$ cat src/rtl/lae_pkg.sv
// Shared types, constants and the B3/S23 row rule for the life automaton engine.
// No dependencies; imported by lae_ctrl, lae_dpath, life_automaton_engine_unit, testbench.
package lae_pkg;

	// Board geometry
	localparam int MAX_COLS = 64;
	localparam int MAX_ROWS = 64;
	localparam int COL_W    = $clog2(MAX_COLS);
	localparam int ROW_W    = $clog2(MAX_ROWS);
	localparam int CFG_W    = 7;
	localparam int GEN_W    = 16;
	// Sweep counter runs 0 .. MAX_ROWS + 1 (one read lead-in, one flush)
	localparam int K_W      = $clog2(MAX_ROWS + 2);
	localparam logic [K_W-1:0] SWEEP_LAST = K_W'(MAX_ROWS + 1);

	// Register reset and clamp limits
	localparam logic [CFG_W-1:0] CFG_RST   = CFG_W'(64);
	localparam logic [CFG_W-1:0] DIM_MIN   = CFG_W'(3);
	localparam logic [CFG_W-1:0] COLS_LIM  = CFG_W'(MAX_COLS);
	localparam logic [CFG_W-1:0] ROWS_LIM  = CFG_W'(MAX_ROWS);

	// Register indexes
	localparam logic CFG_IDX_WIDTH  = 1'b0;
	localparam logic CFG_IDX_HEIGHT = 1'b1;

	typedef enum logic [1:0] {
		OP_WRITE = 2'd0,
		OP_RUN   = 2'd1,
		OP_READ  = 2'd2,
		OP_NOP   = 2'd3
	} op_t;

	typedef enum logic {
		ST_IDLE,
		ST_SWEEP
	} state_t;

	// Controller to datapath
	typedef struct packed {
		logic             rd_sweep;   // read address from sweep counter
		logic [ROW_W-1:0] sweep_row;
		logic             clear;      // zero the row window
		logic             shift;      // advance the row window
		logic             wb_en;      // write back a computed row
		logic [ROW_W-1:0] wb_row;
		logic             dn_zero;    // lower neighbor is past the last row
		logic             cell_wr;    // single cell write item
	} cmd_t;

	// Datapath to controller
	typedef struct packed {
		logic changed;  // some row differed in the current generation
		logic rd_cell;  // cell value for the item read last cycle
	} stat_t;

	// B3/S23 over one row, given the live rows above, at and below
	function automatic logic [MAX_COLS-1:0] life_next(
		input logic [MAX_COLS-1:0] up,
		input logic [MAX_COLS-1:0] mid,
		input logic [MAX_COLS-1:0] dn
	);
		logic [MAX_COLS-1:0] ul, ur, ml, mr, dl, dr, nx;
		logic [3:0]          n;
		ul = up << 1;
		ur = up >> 1;
		ml = mid << 1;
		mr = mid >> 1;
		dl = dn << 1;
		dr = dn >> 1;
		for (int c = 0; c < MAX_COLS; c++) begin
			n = 4'(ul[c]) + 4'(up[c]) + 4'(ur[c]) + 4'(ml[c]) + 4'(mr[c])
				+ 4'(dl[c]) + 4'(dn[c]) + 4'(dr[c]);
			nx[c] = (n == 4'd3) || ((n == 4'd2) && mid[c]);
		end
		return nx;
	endfunction

endpackage

$ cat src/rtl/lae_ctrl.sv
// Controller of the life automaton engine: item acceptance, generation and
// row sweep sequencing, result strobe. Uses lae_pkg; drives lae_dpath.
module lae_ctrl (
	input  logic                      clk,
	input  logic                      arst_n,
	input  logic                      start,
	input  logic [1:0]                op,
	input  logic [lae_pkg::GEN_W-1:0] generations,
	output logic                      busy,
	output logic                      done,
	output logic                      cell_out,
	output logic [1:0]                op_done,
	output lae_pkg::cmd_t             cmd,
	input  lae_pkg::stat_t            stat
);
	import lae_pkg::*;

	state_t           state_q, state_d;
	logic [K_W-1:0]   k_q;
	logic [GEN_W-1:0] gens_q;
	logic             first_q;
	logic             done_q;
	op_t              op_q;

	logic             accept;
	logic             run_go;
	logic             sweeping;
	logic             gen_end;
	logic             run_stop;
	logic [K_W-1:0]   wb_k;

	assign accept   = start && (state_q == ST_IDLE);
	assign run_go   = accept && (op_t'(op) == OP_RUN) && (generations != '0);
	assign sweeping = state_q == ST_SWEEP;
	assign gen_end  = sweeping && (k_q == SWEEP_LAST);
	// A generation that changes nothing after the first one is a fixed point
	assign run_stop = gen_end && ((gens_q == GEN_W'(1)) || (!stat.changed && !first_q));
	assign wb_k     = k_q - K_W'(2);

	// Next state
	always_comb begin
		state_d = state_q;
		unique case (state_q)
			ST_IDLE:  if (run_go)   state_d = ST_SWEEP;
			ST_SWEEP: if (run_stop) state_d = ST_IDLE;
			default:                state_d = ST_IDLE;
		endcase
	end

	// Datapath commands
	always_comb begin
		cmd.rd_sweep  = sweeping;
		cmd.sweep_row = k_q[ROW_W-1:0];
		cmd.clear     = sweeping && (k_q == '0);
		cmd.shift     = sweeping && (k_q != '0);
		cmd.wb_en     = sweeping && (k_q >= K_W'(2));
		cmd.wb_row    = wb_k[ROW_W-1:0];
		cmd.dn_zero   = k_q == SWEEP_LAST;
		cmd.cell_wr   = accept && (op_t'(op) == OP_WRITE);
	end

	// State and result registers
	always_ff @(posedge clk or negedge arst_n) begin
		if (!arst_n) begin
			state_q <= ST_IDLE;
			done_q  <= 1'b0;
			op_q    <= OP_WRITE;
		end else begin
			state_q <= state_d;
			done_q  <= (accept && !run_go) || run_stop;
			if (accept) op_q <= op_t'(op);
		end
	end

	// Sweep counters
	always_ff @(posedge clk or negedge arst_n) begin
		if (!arst_n) begin
			k_q     <= '0;
			gens_q  <= '0;
			first_q <= 1'b0;
		end else if (run_go) begin
			k_q     <= '0;
			gens_q  <= generations;
			first_q <= 1'b1;
		end else if (gen_end) begin
			k_q     <= '0;
			gens_q  <= gens_q - GEN_W'(1);
			first_q <= 1'b0;
		end else if (sweeping) begin
			k_q     <= k_q + K_W'(1);
		end
	end

	assign busy     = sweeping;
	assign done     = done_q;
	assign op_done  = op_q;
	assign cell_out = done_q && (op_q == OP_READ) && stat.rd_cell;

endmodule

$ cat config.mk
export PLATFORM = sky130hd
export DESIGN_NAME = lae_ctrl
export DESIGN_NICKNAME = d
export VERILOG_FILES = /design/src/rtl/lae_pkg.sv /design/src/rtl/lae_ctrl.sv
export SDC_FILE = /design/constraint.sdc
export NUM_CORES = 1
export LEC_CHECK = 0
export BUFFER_PORTS_ARGS = -buffer_cell sky130_fd_sc_hd__buf_2
export CORE_ASPECT_RATIO = 0.9
export CORE_MARGIN = 2
export CORE_UTILIZATION = 45
export CTS_CLUSTER_SIZE = 25
export DETAILED_ROUTE_END_ITERATION = 10
export PLACE_DENSITY_LB_ADDON = 0.08
export SYNTH_ARGS = -nofsm -noshare
export SYNTH_HDL_FRONTEND = slang
export SYNTH_SLANG_ARGS = --single-unit
$ cat constraint.sdc
create_clock -name clk -period 3.3 [get_ports clk]
set_clock_uncertainty 0.05 [all_clocks]
set_input_delay 0.33 -clock clk [delete_from_list [all_inputs] [get_ports clk]]
set_output_delay 0.33 -clock clk [all_outputs]
set_load 0.02 [all_outputs]
==> results of run 1 <==
[metal layers]
metal / global-route usage / up-vias
met5: 0 / -
met4: 0.0553 / 0
met3: 0.0442 / 5
met2: 0.320 / 53
met1: 0.293 / 745
li1: - / 783
[metrics by stage]
stage          instance area, um2  hold slack, ns
6_report                     2050         0.00895
3_5_place_dp                 1980           0.342
5_1_grt                      2050          0.0544
3_3_place_gp                 1980           0.333
2_1_floorplan                1790         -0.0156
4_1_cts                      2050          0.0260
[final cells by class]
type | count | area, um2
Fill cell | 360 | 1710
Multi-Input combinational cell | 148 | 958
Sequential cell | 28 | 701
Timing Repair Buffer | 46 | 233
Tap cell | 46 | 57.6
Clock buffer | 3 | 41.3
Clock inverter | 1 | 30.0
Inverter | 8 | 30.0
[worst max-delay path, delay by kind of cell, from the launching register on]
| family | cells | cell delay, ns |
|---|---|---|
| AND/OR/NAND/NOR | 2 | 0.92 |
| buffers and inverters | 1 | 0.23 |
| flip-flops | 1 | 0.50 |
[layout by cell type, fill, tap and decap left out, types with 6 or more instances in the layout]
cell type and n:
nor3_1 8, nor2_1 13, buf_2 45, nand2_1 25, ha_1 8, o21ai_0 8, inv_1 8, xor2_1 11
dfrtp_1 28, a21oi_1 6, nand3_1 12
[cell families after synthesis]
logic type               after synthesis  synth area share
flip-flops                            28             0.391
multiplexers                           3            0.0182
AO/OA/AOI/OAI                         33             0.117
AND/OR/NAND/NOR                       90             0.275
adder cells (fa/ha/maj)                8            0.0559
XOR/XNOR                              14            0.0684
buffers and inverters                 25            0.0740
[cell usage after synthesis, types with 2 or more instances]
cell	count
buf_4	8
or4_1	4
o22ai_1	2
nand4_1	4
nand2_1	25
ha_1	8
nor2_1	13
and4_1	2
o21ai_0	8
and2_1	3
a22oi_1	2
o211ai_1	4
xor2_1	11
nor3_1	8
o21ai_1	2
xnor2_1	3
a21oi_1	6
inv_1	8
mux2_2	2
nand3_1	12
a31oi_1	2
nor4_1	4
or3_1	4
dfrtp_1	28
o21a_1	2
clkbuf_1	7
[registers in the layout (all words and copies together), names as in the netlist]
signal / flops
gens_q: 16
k_q: 7
op_done: 2
busy: 1
done: 1
first_q: 1
[power groups by stage]
| stage | Sequential [W] | Clock, W | Combinational, W |
|---|---|---|---|
| 2_1_floorplan | 0.000663 | 0 | 0.000755 |
| 3_3_place_gp | 0.000722 | 0 | 0.000889 |
| 3_5_place_dp | 0.000735 | 0 | 0.000899 |
| 4_1_cts | 0.000728 | 0.000279 | 0.000902 |
| 5_1_grt | 0.000768 | 0.000293 | 0.000994 |
| 6_report | 0.000733 | 0.000271 | 0.000896 |
[worst max-delay path by stage]
stage	startpoint	to	slack, ns
6_report	k_q[2]	cmd[1]	1.0
3_3_place_gp	busy	gens_q[3]	1.18
3_5_place_dp	busy	gens_q[13]	1.14
4_1_cts	k_q[2]	cmd[1]	1.01
5_1_grt	k_q[2]	cmd[1]	0.85
2_1_floorplan	k_q[1]	k_q[3]	1.23
==> impl_metrics.toml, run 1 <==
[place]
routabilityCongestion = 0.814
place_inst = 276
io_buffers = 45
hpwl_um = 3250
pre_cts_ws_ns = 1.14

[final_layout]
stdcell_count = 280
utilization = 0.546
nNetsFinal = 266
drive_above_1_share = 0.239
antenna_cells = 0
area_delta_synth_final_pct = 14.5

[synth]
yosys.area.top_type = "dfrtp_1"
avgSynthCellArea_um2 = 8.91
ys.warnings.count = 0
ys_async_sr_fraction = 1.00
postSynthCellCount = 201
synth_area_leaders = "dfrtp_1 39%, ha_1 5.6%, xor2_1 5.4%, nand2_1 5.2%, nand3_1 3.4%"
yosysTopAreaCellShare = 0.391
synth_edf_count = 0
ys.flop_type = "dfrtp_1"
yosysUniqueCellTypes = 45
ys_ff_latch = 28
synth_area_um2 = 1790
ys_seq_area_frac = 0.391
syn_nets = 232

[grt]
grt-ovfl-total = 0
grt_pass1_vias = 1528
grt_max_degree = 29
grt_util_all_layers = 0.206
antenna_found_initial = 0
grt_pass1_wl_um = 7330

[detailed_routing]
num_vias = 1586
first_iter_violations = 101
wl_met1_um = 2130
firstDrtPassIters = 4
wl_um = 4300
top_layer = "met4"
wl_met2_um = 1840
ant_nets = 0
via_per_inst = 5.66
wl_met3_um = 289
avgRoutedWirePerCell_um = 15.3
drc = 0

[clock_network]
insertion_delay_ns = 0.28
hold_buffers = 0
postCtsSetupBuffers = 0
cts_root_buf = "clkbuf_8"
cts_resized = 0
cts_made_buffers = 3
cts_buffer_depth = 2
htreeDepth = 1
cts_tree = "built"
cts.clk_slew.worst_paths_ns = 0.10
cts_sinks = 28

[die]
die_area_um2 = 4500
start_util = 0.477
die_w_um = 70.5
io_pins = 46
coreArea_um2 = 3760
dieHeight_um = 63.9
rows = 21

[pwr]
clkPwrFrac = 0.143
power.density_nw_per_um2 = 927
power_frac_seq = 0.386
peakVddDrop_mv = 0.392
p_comb_frac = 0.471
power.total_w = 0.00190
swShare = 0.458
power.switching_w = 0.000870
power.leakage_nw = 0.929
p_int_w = 0.00103

[timing]
setup_violations = 0
fin_crit_sh = 0.698
rsz0062_at_grt = "false"
max-slew-margin-rel = 0.572
fin_tns_setup_ns = 0
worstMarginPinSlew_ns = 0.642
fmax_ghz = 0.434
hold_violations = 0
setup_slack_ns = 0.995
finalMaxSlewViolations = 0
layout_min_cycle_time_ns = 2.30

[worst_setup_path]
cp_slowest_stage_delay_ns = 0.54
worstPathRequired_ns = 2.92
crit_chain = "nor4_2 -> and2_1 -> buf_2"
r2r_end = "gens_q[13]"
path_max_fanout = 9
worstPathArrival_ns = 1.92
end_kind = "primary output"
critPathSlowestCell = "nor4_2"
worstSetupPathType = "flop to primary output"
reg2reg_from = "busy"
rr_worst_depth = 6
r2r_slack_ns = 1.10
cp-start-kind = "flop"

[outcome]
status = "completed"

[min_path]
hp-class = "primary input to async pin"

[flow_run]
max_cap_viol_count = 0
No activity file was read; power rests on OpenSTA's default activity.
==> run 2: changes to the inputs <==
==> constraint.sdc (replaced) <==
create_clock -name clk -period 2.1 [get_ports clk]
set_clock_uncertainty 0.05 [all_clocks]
set_input_delay 0.21 -clock clk [delete_from_list [all_inputs] [get_ports clk]]
set_output_delay 0.21 -clock clk [all_outputs]
set_load 0.02 [all_outputs]
==> impl_metrics.toml, run 2 (same netlist as run 1, synthesis figures left out) <==
[outcome]
status = "completed"

[die]
die_w_um = 70.5
rows = 21
die_area_um2 = 4500
io_pins = 46
start_util = 0.477
dieHeight_um = 63.9
coreArea_um2 = 3760

[grt]
grt-ovfl-total = 0
antenna_found_initial = 0
grt_pass1_wl_um = 7340
grt_max_degree = 29
grt_pass1_vias = 1559
grt_util_all_layers = 0.202

[worst_setup_path]
cp-start-kind = "flop"
worstPathRequired_ns = 2.22
worstPathArrival_ns = 2.16
crit_chain = "or4_1 -> nor4_4 -> and2b_1 -> xnor2_1 -> o21ai_2"
path_max_fanout = 5
r2r_slack_ns = 0.06
critPathBufInv = 0
rr_worst_depth = 5
worstSetupPathType = "flop to flop"
r2r_end = "gens_q[11]"
critPathSlowestCell = "or4_1"
reg2reg_from = "gens_q[2]"
cp_top_family = "simple AND/OR/NAND/NOR gates"
end_kind = "flop"
cp_slowest_stage_delay_ns = 0.67

[timing]
worstMarginPinSlew_ns = 0.638
max-slew-margin-rel = 0.575
hold_violations = 0
finalMaxSlewViolations = 0
fmax_ghz = 0.489
layout_min_cycle_time_ns = 2.04
fin_crit_sh = 0.973
setup_violations = 0

[pwr]
power.density_nw_per_um2 = 1450
peakVddDrop_mv = 0.740
p_int_w = 0.00175
power_frac_seq = 0.330
p_comb_frac = 0.532
swShare = 0.447
power.leakage_nw = 1.00
power.switching_w = 0.00141
clkPwrFrac = 0.138

[min_path]
hold_depth = 3
hold_path.startpoint = "generations[14]"
holdPathEnd = "gens_q[14]"
hp-class = "primary input to flop"

[clock_network]
cts_sinks = 28
insertion_delay_ns = 0.28
cts_tree = "built"
cts.clk_slew.worst_paths_ns = 0.10
htreeDepth = 1
cts_root_buf = "clkbuf_8"
cts_buffer_depth = 2
cts_made_buffers = 3

[detailed_routing]
wl_um = 4480
avgRoutedWirePerCell_um = 15.2
ant_nets = 0
num_vias = 1669
via_per_inst = 5.66
first_iter_violations = 117
firstDrtPassIters = 4
drc = 0

[final_layout]
stdcell_count = 295
area_delta_synth_final_pct = 21.6
nNetsFinal = 281
final_common_cell = "buf_2"
drive_above_1_share = 0.293
final_cell_area_um2 = 2180
antenna_cells = 0
top_register = "gens_q"
fillCellCount = 349
largest_register_ff_count = 16
utilization = 0.580
final_cell_mix = "45 x buf_2, 28 x dfrtp_1, 25 x nand2_1"

[place]
hpwl_um = 3410
routabilityCongestion = 0.901
place_inst = 290
placed_cell_area_um2 = 2080
io_buffers = 45

[flow_run]
max_cap_viol_count = 0
## run 2: worst max path at each step
stage	start	end	slack (ns)	cells after the start
2_1_floorplan	k_q[1]	k_q[3]	0.03	7
3_3_place_gp	gens_q[2]	gens_q[11]	0.15	5
3_5_place_dp	k_q[4]	gens_q[11]	0.12	5
4_1_cts	k_q[1]	cmd[7]	0.05	6
5_1_grt	k_q[1]	cmd[7]	-0.02	6
6_report	gens_q[2]	gens_q[11]	0.06	5
## run 2: stage by stage
step | hold WS [ns] | TNS [ns] | total power [W] | setup slack, ns
after floorplan | -0.136 | 0 | 0.00223 | 0.0251
after CTS | 0.0910 | 0 | 0.00315 | 0.0469
final | 0.0915 | 0 | 0.00316 | 0.0570
after global routing | 0.0917 | -0.0237 | 0.00340 | -0.0194
after detailed placement | 0.222 | 0 | 0.00271 | 0.115
after global placement | 0.217 | 0 | 0.00268 | 0.154
## run 2: per-layer routing
metal,vias to the layer above,global-route usage,part of all wire
li1,808,-,-
met2,71,0.303,0.41
met3,7,0.0568,0.091
met1,783,0.296,0.49
met4,0,0.0288,0.0078
met5,-,0,0
## run 2: cell type report
cell class	count	area, um2	area share
Multi-Input combinational cell	148	971	0.446
Clock buffer	3	41.3	0.0190
Timing Repair Buffer	61	348	0.160
Tap cell	46	57.6	0.0264
Inverter	8	30.0	0.0138
Sequential cell	28	701	0.322
Clock inverter	1	30.0	0.0138
## run 2: worst register-to-register path, cell delays in order (launching register included)
cell     delay, ns
dfrtp_1       0.45
or4_1         0.68
nor4_4        0.34
and2b_1       0.19
xnor2_1       0.15
o21ai_2       0.07
## run 2: power groups by stage
stage	clock network [W]	registers [W]	logic, W
floorplan	0	0.00104	0.00119
global placement	0	0.00103	0.00164
detailed placement	0	0.00104	0.00166
CTS	0.000447	0.00103	0.00167
global route	0.000462	0.00107	0.00186
finish	0.000436	0.00104	0.00168
## run 2: repair_timing
action,4_1_cts,5_1_grt
setup buffers,0,0
endpoints found under the hold margin,28,0
resized for setup,0,3
hold buffers,1,0
endpoints found under the setup margin,0,4
